==> src/design/hfs_pkg.sv <==
package hfs_pkg;

    localparam int TIME_W    = 32;
    localparam int DUR_W     = 16;
    localparam int ID_W      = 16;
    localparam int IDX_W     = 3;
    localparam int NUM_DUR   = 8;
    localparam int CNT_W     = 4;
    localparam int CFG_IDX_W = 2;
    localparam int CFG_DAT_W = 32;

    localparam logic [CFG_IDX_W-1:0] CFG_IDX_STAGES   = 2'd0;
    localparam logic [CFG_IDX_W-1:0] CFG_IDX_MACHINES = 2'd1;

    localparam logic [CNT_W-1:0]     STAGE_CNT_RST = 4'd1;
    localparam logic [TIME_W-1:0]    MCOUNT_RST    = 32'h1111_1111;
    localparam logic [TIME_W-1:0]    TIME_MAX      = 32'hFFFF_FFFF;

    typedef struct packed {
        logic             start_new;
        logic             final_task;
        logic [ID_W-1:0]  task_id;
        logic [DUR_W-1:0] dur_s0;
        logic [DUR_W-1:0] dur_s1;
        logic [DUR_W-1:0] dur_s2;
        logic [DUR_W-1:0] dur_s3;
        logic [DUR_W-1:0] dur_s4;
        logic [DUR_W-1:0] dur_s5;
        logic [DUR_W-1:0] dur_s6;
        logic [DUR_W-1:0] dur_s7;
    } t_in_word;

    typedef struct packed {
        logic [ID_W-1:0]   out_task;
        logic [IDX_W-1:0]  stage_index;
        logic [IDX_W-1:0]  machine_index;
        logic [TIME_W-1:0] start_time;
        logic [TIME_W-1:0] end_time;
        logic [TIME_W-1:0] makespan;
        logic              schedule_done;
        logic              last_of_run;
    } t_out_word;

endpackage

==> src/design/hfs_intf.sv <==
interface hfs_in_if;
    logic              valid;
    logic              ready;
    hfs_pkg::t_in_word data;

    modport source (output valid, output data, input ready);
    modport sink   (input valid, input data, output ready);
endinterface

interface hfs_out_if;
    logic               valid;
    logic               ready;
    hfs_pkg::t_out_word data;

    modport source (output valid, output data, input ready);
    modport sink   (input valid, input data, output ready);
endinterface

interface hfs_cfg_if;
    logic                             valid;
    logic                             ready;
    logic [hfs_pkg::CFG_IDX_W-1:0]    index;
    logic [hfs_pkg::CFG_DAT_W-1:0]    wdata;

    modport source (output valid, output index, output wdata, input ready);
    modport sink   (input valid, input index, input wdata, output ready);
endinterface

==> src/design/hfs_ft_mem.sv <==
module hfs_ft_mem #(
    parameter int DEPTH = 64,
    parameter int AW    = 6
) (
    input  logic                       i_clk,
    input  logic                       i_rst_n,
    input  logic                       i_clr,
    input  logic                       i_re,
    input  logic [AW-1:0]              i_raddr,
    input  logic                       i_we,
    input  logic [AW-1:0]              i_waddr,
    input  logic [hfs_pkg::TIME_W-1:0] i_wdata,
    output logic [hfs_pkg::TIME_W-1:0] o_rdata
);

    logic [hfs_pkg::TIME_W-1:0] r_mem [DEPTH];
    logic [DEPTH-1:0]           r_vld;
    logic [DEPTH-1:0]           n_vld;
    logic [hfs_pkg::TIME_W-1:0] r_rdata;
    logic                       r_rvld;

    // entries never written since clear read as zero
    always_comb begin
        n_vld = r_vld;
        if (i_clr) begin
            n_vld = '0;
        end else if (i_we) begin
            n_vld[i_waddr] = 1'b1;
        end
    end

    always_ff @(posedge i_clk) begin
        if (!i_rst_n) begin
            r_vld  <= '0;
            r_rvld <= 1'b0;
        end else begin
            r_vld <= n_vld;
            if (i_re) begin
                r_rvld <= r_vld[i_raddr];
            end
        end
    end

    always_ff @(posedge i_clk) begin
        if (i_we) begin
            r_mem[i_waddr] <= i_wdata;
        end
        if (i_re) begin
            r_rdata <= r_mem[i_raddr];
        end
    end

    assign o_rdata = r_rvld ? r_rdata : '0;

endmodule

==> src/design/hybrid_flow_shop_schedule_decoder_top.sv <==
// channel | dir | handshake        | word
// i_in    | in  | valid/ready      | start_new, final_task, task_id, dur_s0..dur_s7
// o_out   | out | valid/ready      | one result per stage in use
// i_cfg   | in  | valid/ready      | index, wdata (0: stage_count, 1: machine_counts)
//
// A task is taken in IDLE, then each stage in use runs READ, SCAN, START, END, EMIT:
// one free-time memory read per machine feeding the single comparator, then start,
// end and emit steps.
// Reset is synchronous; free-time valid bits clear together, with no sweep.
// The emit step waits while the result register is full and not taken.
module hybrid_flow_shop_schedule_decoder_top #(
    parameter int MAX_STAGES   = 8,
    parameter int MAX_MACHINES = 8
) (
    input  logic             i_clk,
    input  logic             i_rst_n,
    hfs_in_if.sink           i_in,
    hfs_out_if.source        o_out,
    hfs_cfg_if.sink          i_cfg
);

    localparam int MW    = (MAX_MACHINES > 1) ? $clog2(MAX_MACHINES) : 1;
    localparam int SW    = (MAX_STAGES > 1) ? $clog2(MAX_STAGES) : 1;
    localparam int DEPTH = MAX_STAGES * MAX_MACHINES;
    localparam int AW    = (DEPTH > 1) ? $clog2(DEPTH) : 1;
    localparam int TW    = hfs_pkg::TIME_W;
    localparam int CW    = hfs_pkg::CNT_W;

    localparam logic [CW-1:0] MAX_ST = CW'(MAX_STAGES);
    localparam logic [CW-1:0] MAX_MC = CW'(MAX_MACHINES);

    localparam logic [2:0] ST_IDLE  = 3'd0;
    localparam logic [2:0] ST_READ  = 3'd1;
    localparam logic [2:0] ST_SCAN  = 3'd2;
    localparam logic [2:0] ST_START = 3'd3;
    localparam logic [2:0] ST_END   = 3'd4;
    localparam logic [2:0] ST_EMIT  = 3'd5;

    logic [2:0]                  r_state, n_state;
    hfs_pkg::t_in_word           r_item, n_item;
    logic [SW-1:0]               r_stage, n_stage;
    logic [MW:0]                 r_mach, n_mach;
    logic [MW-1:0]               r_cmp, n_cmp;
    logic [MW-1:0]               r_best_idx, n_best_idx;
    logic [TW-1:0]               r_best, n_best;
    logic [TW-1:0]               r_prev_end, n_prev_end;
    logic [TW-1:0]               r_prev_start [MAX_STAGES];
    logic [TW-1:0]               n_prev_start [MAX_STAGES];
    logic [TW-1:0]               r_makespan, n_makespan;
    logic [TW-1:0]               r_start, n_start;
    logic [TW-1:0]               r_end, n_end;
    hfs_pkg::t_out_word          r_out, n_out;
    logic                        r_out_valid, n_out_valid;
    logic [CW-1:0]               r_stage_cnt, n_stage_cnt;
    logic [TW-1:0]               r_mcounts, n_mcounts;

    logic [hfs_pkg::DUR_W-1:0]   dur [hfs_pkg::NUM_DUR];
    logic [CW-1:0]               nst;
    logic [CW-1:0]               nm;
    logic [CW-1:0]               nm_raw;
    logic                        last;
    logic                        out_free;
    logic [TW-1:0]               max_a;
    logic [TW:0]                 sum;
    logic [TW-1:0]               ps_cur;

    logic                        mem_clr;
    logic                        mem_re;
    logic [MW-1:0]               mem_ridx;
    logic                        mem_we;
    logic [AW-1:0]               mem_raddr;
    logic [AW-1:0]               mem_waddr;
    logic [TW-1:0]               mem_rdata;

    assign dur[0] = r_item.dur_s0;
    assign dur[1] = r_item.dur_s1;
    assign dur[2] = r_item.dur_s2;
    assign dur[3] = r_item.dur_s3;
    assign dur[4] = r_item.dur_s4;
    assign dur[5] = r_item.dur_s5;
    assign dur[6] = r_item.dur_s6;
    assign dur[7] = r_item.dur_s7;

    always_comb begin
        nst = r_stage_cnt;
        if (nst == '0) begin
            nst = CW'(1);
        end else if (nst > MAX_ST) begin
            nst = MAX_ST;
        end
        nm_raw = r_mcounts[{3'(r_stage), 2'b00} +: CW];
        nm = nm_raw;
        if (nm_raw == '0) begin
            nm = CW'(1);
        end else if (nm_raw > MAX_MC) begin
            nm = MAX_MC;
        end
    end

    assign last      = (CW'(r_stage) + CW'(1)) == nst;
    assign out_free  = !r_out_valid || o_out.ready;
    assign ps_cur    = r_prev_start[r_stage];
    assign max_a     = (r_best > r_prev_end) ? r_best : r_prev_end;
    assign sum       = {1'b0, r_start} + {{(TW + 1 - hfs_pkg::DUR_W){1'b0}}, dur[3'(r_stage)]};
    assign mem_raddr = AW'(AW'(r_stage) * AW'(MAX_MACHINES) + AW'(mem_ridx));
    assign mem_waddr = AW'(AW'(r_stage) * AW'(MAX_MACHINES) + AW'(r_best_idx));

    always_comb begin
        n_state      = r_state;
        n_item       = r_item;
        n_stage      = r_stage;
        n_mach       = r_mach;
        n_cmp        = r_cmp;
        n_best_idx   = r_best_idx;
        n_best       = r_best;
        n_prev_end   = r_prev_end;
        n_prev_start = r_prev_start;
        n_makespan   = r_makespan;
        n_start      = r_start;
        n_end        = r_end;
        n_out        = r_out;
        n_out_valid  = r_out_valid;
        n_stage_cnt  = r_stage_cnt;
        n_mcounts    = r_mcounts;
        mem_clr      = 1'b0;
        mem_re       = 1'b0;
        mem_ridx     = '0;
        mem_we       = 1'b0;

        if (i_cfg.valid) begin
            case (i_cfg.index)
                hfs_pkg::CFG_IDX_STAGES:   n_stage_cnt = i_cfg.wdata[CW-1:0];
                hfs_pkg::CFG_IDX_MACHINES: n_mcounts   = i_cfg.wdata;
                default: ;
            endcase
        end

        if (r_out_valid && o_out.ready) begin
            n_out_valid = 1'b0;
        end

        case (r_state)
            ST_IDLE: begin
                if (i_in.valid) begin
                    n_item     = i_in.data;
                    n_stage    = '0;
                    n_prev_end = '0;
                    if (i_in.data.start_new) begin
                        mem_clr    = 1'b1;
                        n_makespan = '0;
                        for (int i = 0; i < MAX_STAGES; i++) begin
                            n_prev_start[i] = '0;
                        end
                    end
                    n_state = ST_READ;
                end
            end
            ST_READ: begin
                mem_re   = 1'b1;
                mem_ridx = '0;
                n_mach   = (MW + 1)'(1);
                n_cmp    = '0;
                n_state  = ST_SCAN;
            end
            ST_SCAN: begin
                if (r_cmp == '0 || mem_rdata < r_best) begin
                    n_best     = mem_rdata;
                    n_best_idx = r_cmp;
                end
                if (CW'(r_mach) < nm) begin
                    mem_re   = 1'b1;
                    mem_ridx = r_mach[MW-1:0];
                    n_cmp    = r_mach[MW-1:0];
                    n_mach   = r_mach + (MW + 1)'(1);
                end else begin
                    n_state = ST_START;
                end
            end
            ST_START: begin
                n_start = (ps_cur > max_a) ? ps_cur : max_a;
                n_state = ST_END;
            end
            ST_END: begin
                n_end   = sum[TW] ? hfs_pkg::TIME_MAX : sum[TW-1:0];
                n_state = ST_EMIT;
            end
            ST_EMIT: begin
                if (out_free) begin
                    mem_we                = 1'b1;
                    n_prev_start[r_stage] = r_start;
                    n_prev_end            = r_end;
                    n_out.out_task        = r_item.task_id;
                    n_out.stage_index     = 3'(r_stage);
                    n_out.machine_index   = 3'(r_best_idx);
                    n_out.start_time      = r_start;
                    n_out.end_time        = r_end;
                    n_out.makespan        = r_makespan;
                    n_out.schedule_done   = last && r_item.final_task;
                    n_out.last_of_run     = last;
                    n_out_valid           = 1'b1;
                    if (last) begin
                        if (r_end > r_makespan) begin
                            n_makespan     = r_end;
                            n_out.makespan = r_end;
                        end
                        n_state = ST_IDLE;
                    end else begin
                        n_stage = r_stage + SW'(1);
                        n_state = ST_READ;
                    end
                end
            end
            default: n_state = ST_IDLE;
        endcase
    end

    always_ff @(posedge i_clk) begin
        if (!i_rst_n) begin
            r_state     <= ST_IDLE;
            r_out_valid <= 1'b0;
            r_stage_cnt <= hfs_pkg::STAGE_CNT_RST;
            r_mcounts   <= hfs_pkg::MCOUNT_RST;
            r_makespan  <= '0;
            for (int i = 0; i < MAX_STAGES; i++) begin
                r_prev_start[i] <= '0;
            end
        end else begin
            r_state      <= n_state;
            r_out_valid  <= n_out_valid;
            r_stage_cnt  <= n_stage_cnt;
            r_mcounts    <= n_mcounts;
            r_makespan   <= n_makespan;
            r_prev_start <= n_prev_start;
        end
    end

    always_ff @(posedge i_clk) begin
        r_item     <= n_item;
        r_stage    <= n_stage;
        r_mach     <= n_mach;
        r_cmp      <= n_cmp;
        r_best_idx <= n_best_idx;
        r_best     <= n_best;
        r_prev_end <= n_prev_end;
        r_start    <= n_start;
        r_end      <= n_end;
        r_out      <= n_out;
    end

    hfs_ft_mem #(
        .DEPTH (DEPTH),
        .AW    (AW)
    ) u_ft_mem (
        .i_clk   (i_clk),
        .i_rst_n (i_rst_n),
        .i_clr   (mem_clr),
        .i_re    (mem_re),
        .i_raddr (mem_raddr),
        .i_we    (mem_we),
        .i_waddr (mem_waddr),
        .i_wdata (r_end),
        .o_rdata (mem_rdata)
    );

    assign i_in.ready  = (r_state == ST_IDLE);
    assign i_cfg.ready = 1'b1;
    assign o_out.valid = r_out_valid;
    assign o_out.data  = r_out;

endmodule
==> src/flat_wrapper.sv <==
// flat-port wrapper written by rule: the top's interface ports become plain ports
module hybrid_flow_shop_schedule_decoder_top_flat 
#(
    parameter int MAX_STAGES   = 8,
    parameter int MAX_MACHINES = 8
)
  (i_clk, i_rst_n, i_in_valid, i_in_data, i_in_ready, o_out_valid, o_out_data, o_out_ready, i_cfg_valid, i_cfg_index, i_cfg_wdata, i_cfg_ready);
  hfs_in_if i_in_i ();
  hfs_out_if o_out_i ();
  hfs_cfg_if i_cfg_i ();
  input  logic i_clk;
  input  logic i_rst_n;
  input wire logic [$bits(i_in_i.valid)-1:0] i_in_valid;
  input wire logic [$bits(i_in_i.data)-1:0] i_in_data;
  output wire logic [$bits(i_in_i.ready)-1:0] i_in_ready;
  output wire logic [$bits(o_out_i.valid)-1:0] o_out_valid;
  output wire logic [$bits(o_out_i.data)-1:0] o_out_data;
  input wire logic [$bits(o_out_i.ready)-1:0] o_out_ready;
  input wire logic [$bits(i_cfg_i.valid)-1:0] i_cfg_valid;
  input wire logic [$bits(i_cfg_i.index)-1:0] i_cfg_index;
  input wire logic [$bits(i_cfg_i.wdata)-1:0] i_cfg_wdata;
  output wire logic [$bits(i_cfg_i.ready)-1:0] i_cfg_ready;
  assign i_in_i.valid = i_in_valid;
  assign i_in_i.data = i_in_data;
  assign i_in_ready = i_in_i.ready;
  assign o_out_valid = o_out_i.valid;
  assign o_out_data = o_out_i.data;
  assign o_out_i.ready = o_out_ready;
  assign i_cfg_i.valid = i_cfg_valid;
  assign i_cfg_i.index = i_cfg_index;
  assign i_cfg_i.wdata = i_cfg_wdata;
  assign i_cfg_ready = i_cfg_i.ready;
  hybrid_flow_shop_schedule_decoder_top #(.MAX_STAGES(MAX_STAGES), .MAX_MACHINES(MAX_MACHINES)) u_core (.i_clk(i_clk), .i_rst_n(i_rst_n), .i_in(i_in_i), .o_out(o_out_i), .i_cfg(i_cfg_i));
endmodule
==> config.mk <==
export PLATFORM = sky130hd
export DESIGN_NAME = hybrid_flow_shop_schedule_decoder_top_flat
export DESIGN_NICKNAME = d
export VERILOG_FILES = /design/src/design/hfs_pkg.sv /design/src/design/hfs_intf.sv /design/src/design/hfs_ft_mem.sv /design/src/design/hybrid_flow_shop_schedule_decoder_top.sv /design/src/flat_wrapper.sv
export SDC_FILE = /design/constraint.sdc
export NUM_CORES = 2
export LEC_CHECK = 0
export ABC_CLOCK_PERIOD_IN_PS = 8100
export BUFFER_PORTS_ARGS = -buffer_cell sky130_fd_sc_hd__buf_2
export CORE_MARGIN = 2
export CORE_UTILIZATION = 45
export CTS_CLUSTER_SIZE = 28
export DETAILED_ROUTE_END_ITERATION = 6
export PLACE_DENSITY = 0.6
export REMOVE_ABC_BUFFERS = 1
export SLEW_MARGIN = 20
export SYNTH_ARGS = -nofsm -noshare
export SYNTH_HDL_FRONTEND = slang
export SYNTH_SLANG_ARGS = --single-unit
==> constraint.sdc <==
create_clock -name i_clk -period 8.1 [get_ports i_clk]
set_input_delay 0.81 -clock i_clk [delete_from_list [all_inputs] [get_ports i_clk]]
set_output_delay 0.81 -clock i_clk [all_outputs]
set_load 0.02 [all_outputs]
# Word-level counts from Yosys, hierarchy flattened
# Memory sizes are Yosys's and may differ from the RTL's. A register that Yosys moved wholly into a read port is not among the register bits.
# Index checks and enable logic that the tools add are counted.
# W data, S select, Z words.
# op_classes
n_addsub,6
mux,60
reduce_logical,25
n_lt_le_gt_ge,12
n_bitwise,3
n_shift,1
eq_ne,13
# op_table
cell,count
$mux W256,3
$pmux W256 S2,1
$mux W32,13
$bwmux W256,1
$pmux W32 S2,2
$bmux W32 S3,1
$demux W32 S3,1
$gt A32 B32 Y1,3
$or A64 B64 Y64,1
$bmux W16 S3,1
$add A32 B16 Y33,1
$lt A32 B32 Y1,1
$mux W16,2
$shiftx A32 B6 Y4,1
$mux W3,9
$mux W4,5
$pmux W3 S6,1
$lt A6 B7 Y1 const B,2
$mux W1,14
$add A6 B3 Y6,2
$pmux W3 S2,2
$reduce_and A2 Y1,6
$gt A4 B4 Y1 const B,2
$logic_not A4 Y1,2
29 further kinds,43
# totals
mem_count,1
mem_bits_rw,2048
output_inout_bits,123
register_bits,799
wordCells,162
inputBits,185
# mem_list
name,depth,width,rd,rd_clocked_by_memory_dff,wr,line_no,rtl
u_core.u_ft_mem.r_mem,64,32,1,1,1,hfs_ft_mem.sv:16,logic [hfs_pkg::TIME_W-1:0] r_mem [DEPTH];

# Logic depth before layout (Yosys ltp)
# logic_depth
ltp_word,10
ltp_mapped,25
ltp_nobuf,23

# By module
# From an unflattened synthesis, not the netlist that was laid out.
# unflattened
hier_cells,6058
hier_area_um2,114138.2
# by_module_without_submodules
module,cells_per_inst,area_per_inst_um2,seq_area_each_um2,n_inst
hfs_ft_mem,3267,81438.1,63761.2,1
hybrid_flow_shop_schedule_decoder_top,2791,32700.1,18758.0,1

# Worst setup path before layout
# Ideal clock, no wire load.
# synth_timing
kind,in2reg
start,in o_out_ready
end,"mem u_core.u_ft_mem.r_mem[61][0] (netlist bit), enable pin"
t_arrival_ps,7110
setup_time_ps,422
required_time_ps,7678
path_slack_ps,568
path_buffers,1
path_stages,6
cell_sequence,nand2b_1 nand2_1 inv_1 clkbuf_1 nand2_1 nor2_1
# synth_via
elab_chain_cells,5
# synth_lines
element,line_no,rtl
"start, declared",flat_wrapper.sv:18,input wire logic [$bits(o_out_i.ready)-1:0] o_out_ready;
$logic_or A1 B1 Y1,hybrid_flow_shop_schedule_decoder_top.sv:101,assign out_free = !r_out_valid || o_out.ready;
$mux W1,hybrid_flow_shop_schedule_decoder_top.sv:188,if (out_free) begin
$mux W1,hybrid_flow_shop_schedule_decoder_top.sv:142,case (r_state)
net u_core.mem_we,hybrid_flow_shop_schedule_decoder_top.sv:70,logic mem_we;
$mux W1,hfs_ft_mem.sv:45,if (i_we) begin
$mux W1 (not written as such),hfs_ft_mem.sv:46,r_mem[i_waddr] <= i_wdata;
"end, declared",hfs_ft_mem.sv:16,
# The timed path passes the listed nets, and every way through them passes these cells.

# Final worst setup path
# layout_timing
start,reg u_core.r_stage[0]
end,"reg u_core.u_ft_mem.r_rdata[7] (netlist bit), read port of u_core.u_ft_mem.r_mem, data pin"
# layout_via
elab_chain_cells,8
elab_cells_between_ends,11
classes_between,add/sub: 1; order compare: 2; shift: 1; mux: 6; reduce/logical: 1
# layout_lines
element,line_no,rtl
"start, declared",hybrid_flow_shop_schedule_decoder_top.sv:41,"logic [SW-1:0] r_stage, n_stage;"
"start signal, assigned",hybrid_flow_shop_schedule_decoder_top.sv:239,r_stage <= n_stage;
$shiftx A32 B6 Y4,hybrid_flow_shop_schedule_decoder_top.sv:91,"nm_raw = r_mcounts[{3'(r_stage), 2'b00} +: CW];"
$gt A4 B4 Y1,hybrid_flow_shop_schedule_decoder_top.sv:95,end else if (nm_raw > MAX_MC) begin
$mux W4,hybrid_flow_shop_schedule_decoder_top.sv:95,
$mux W4,hybrid_flow_shop_schedule_decoder_top.sv:93,if (nm_raw == '0) begin
$lt A4 B4 Y1,hybrid_flow_shop_schedule_decoder_top.sv:170,if (CW'(r_mach) < nm) begin
$mux W3,hybrid_flow_shop_schedule_decoder_top.sv:170,
$mux W3,hybrid_flow_shop_schedule_decoder_top.sv:142,
$add A6 B3 Y6,hybrid_flow_shop_schedule_decoder_top.sv:105,assign mem_raddr = AW'(AW'(r_stage) * AW'(MAX_MACHINES) + AW'(mem_ridx));
"end, declared",hfs_ft_mem.sv:19,logic [hfs_pkg::TIME_W-1:0] r_rdata;
# Parallel ways exist; a longest one is shown, timed or not.
# A chain may end at the register's enable or synchronous reset.

==> metrics.txt <==
Setup violations, final=0; final instance area=0.1336 sq mm; Wirelength per Cell=33.10 microns; worst slew pin tran=1.246 ns; CP max FO=30; Compound-Gate Fraction of Synth Area=0.1130; status=finished clean; post-DP HPWL=262800 microns; Main synth FF type=edfxtp_1; clk slew on worst S/H paths=~0.06 ns; crit-path max cell delay=1.03 ns; Power Density=about 270 mW/mm^2; cell with the most instances after synthesis=edfxtp_1; FF/Latch Area=about 0.083 sq mm; largest area contributor in the netlist=edfxtp_1; Area contributors post-synth=edfxtp_1, dfxtp_1, nand2_1; Die ar.=between 0.2 and 0.3 sq mm; Synth Area in Simple Gates=0.1026; ANT nets after route=0; arrival time at the worst endpoint=roughly 7.8 ns; post-synthesis adder-cell area fraction=0.01601; Synth Area in XOR/XNOR=0.001723; critical path class=flop to flop; DR DRC count=0; Resize count post-CTS=0; Post-CTS Setup Bufs=0; reg-to-reg critical path endpoint=u_core.u_ft_mem.r_rdata[7]; Worst Reg-to-Reg Cells=14; global route overflow=0; Critical Path Most Common Cell=buf_4; initial antenna violation count=slightly below 50; footprint of the multi-input gates=0.03202 sq mm; Worst Setup SP=u_core.r_stage[0]; Post-Route Skew=0.09077 ns; hold depth=1; routed vias/inst=6.340; DR pass1 iterations=6; Synth top area share=0.6387; final WL=422100 microns; Synth Warn #=0; Post-Syn Area=0.1169 sq mm; Synth cell types=92; CTS tree=built; Synth top cells by count=edfxtp_1, nand2_1, a21oi_1; via count=about 81000; port buffer count=slightly above 300; peak supply drop=~0.21 mV; FF-to-FF setup slack=0.93 ns; TNS Setup=0 ns; gpl congestion=0.9404; Hold EP=u_core.dur[63]; Die W=a little over 500 microns; family with the most delay on the worst path=simple AND/OR/NAND/NOR gates; Max Cap Violations=0; mux cell area share after synthesis=0.03313; # fillers=21600; sequential area share after synthesis=0.7060; I/O pins=between 300 and 400; CP required=8.70 ns; RSZ-0062 raised after global routing=false; drt initial violations=roughly 12000; # H-tree levels=5; largest family of logic cells by synthesized area=compound AO/OA/AOI/OAI gates; critical register-to-register path startpoint=u_core.r_stage[0]; vias in the first global route=76160; Initial Utilization=0.4513; pre-CTS setup slack=1.446 ns; total CTS buffers=309; period utilization=0.8848; Tmin final=roughly 7 ns; root buf cell=clkbuf_16; HP Class=input port to flop; Core ar.=0.2590 sq mm; Slowest cell on crit path=nor3_1; # rows=187; synthesized instance count=8759; largest net degree at the start of global routing=~150; Nets=9421; #FFs+latches synth=2879; worst setup margin=0.9332 ns; CP endpoint kind=flop; CTS max path bufs=4; Area Overhead vs Synth=14.29%; Avg Cell Area, Syn=13.35 sq um; asr flop ratio synth=0; GRT Util Overall=0.3112; Sink Count=between 2000 and 3000; Post-synth EDFFs=2486; share of cells above drive strength 1=0.1406; crit path cell chain=nor2b_1 > a221o_1 > a21oi_1 > o21ai_0 > ha_1 > nand3_1 > o21ai_2 > nor3_4 > buf_4 > nand2_1 > buf_4 > o221ai_1 > nor3_1 > nor4_1; Hold Path Origin=i_in_data[63]; relative slew slack=0.1627; placed cell area=roughly 0.12 sq mm; Max Fclk=approximately 140 MHz; CTS Hold Buffers Added=0; CP bufs+invs=2; Die Y=513.7 microns; Max Slew Vio Count=0; first-pass GRT wire length=roughly 590000 microns; final hold viol count=0; Leakage=45.17 nW; Clock Latency Late Sink=0.90 ns; CP Launch Type=flop
sequential cells by signal, indices dropped and copies added, names as in the netlist, 64 cells and up:
register,cells
u_core.r_prev_start,256
u_core.dur,128
u_core.u_ft_mem.r_mem,2048
u_core.o_out.data,120
u_core.u_ft_mem.r_vld,64
metrics by stage:
| step | hold WS, ns | util | power [mW] | cells |
|---|---|---|---|---|
| 5_1_grt | 0.1056 | 0.5155 | 37.55 | 12720 |
| 2_1_floorplan | 0.4003 | - | 20.67 | 8134 |
| 3_3_place_gp | 0.4001 | 0.4774 | 22.97 | 12170 |
| 6_report | 0.1183 | 0.5158 | 36.61 | 12750 |
| 3_5_place_dp | 0.4054 | 0.4780 | 23.02 | 12180 |
| 4_1_cts | 0.08562 | 0.5153 | 36.54 | 12720 |
worst reg2reg max path, delay by kind of cell, from the launching register on:
| family | cells | cell delay (ns) |
|---|---|---|
| AND/OR/NAND/NOR | 6 | 2.45 |
| flip-flops | 1 | 0.97 |
| buffers and inverters | 2 | 0.97 |
| adder cells (fa/ha/maj) | 1 | 0.38 |
| AO/OA/AOI/OAI | 5 | 2.15 |
worst max-delay path by stage:
stage,slack (ns),depth (start not counted),to
after floorplan,-18.96,10,u_core.u_ft_mem.r_rdata[29]
after global placement,1.15,15,u_core.u_ft_mem.r_rdata[12]
after detailed placement,1.45,14,u_core.u_ft_mem.r_rdata[7]
after CTS,1.43,14,u_core.u_ft_mem.r_rdata[7]
after global routing,0.97,14,u_core.u_ft_mem.r_rdata[7]
final,0.93,14,u_core.u_ft_mem.r_rdata[7]
layout make-up:
cell class                      instances  share of cell area
Timing Repair Buffer                  642             0.03352
Clock inverter                        123            0.007858
Sequential cell                      2879              0.6177
Inverter                              154            0.004458
Antenna cell                           29           0.0005432
Clock buffer                          419             0.06438
Tap cell                             3402             0.03186
Multi-Input combinational cell       5101              0.2397
cells by family (layout without fill, tap and decap cells):
kind of cell               after synthesis  count (layout)
xor gates and xnor gates                23              23
DFF                                   2879            2879
AOI/OAI and AO/OA                     1991            1991
muxes                                  341             341
buffers and inverters                  779            1338
adders and majority gates              149             149
other                                    1              30
and+or+nand+nor                       2596            2596
layout by cell type (no fill, tap or decap), drive strengths merged, types with 262 or more instances in the layout:
master,instances
nand2,1189
o21ai,463
nor2,403
buf,642
a21oi,523
dfxtp,393
edfxtp,2486
a32oi,262
nor2b,279
clkbuf,419
report_power, final:
group	switching [mW]	total [mW]	internal [mW]	leakage, nW
clock network	5.86	13.7	7.84	4.71
logic	4.44	6.04	1.59	14.8
registers	0.364	16.9	16.5	25.6
total	10.7	36.6	25.9	45.2
layer usage:
layer  part of all wire  track usage  vias up
li1                   -            -    33870
met1               0.38       0.4191    40680
met2               0.44       0.4686     5250
met3               0.11      0.06812      996
met4              0.063       0.1725       28
met5            0.00043            0        -
Power figures use the tool's default switching activity.
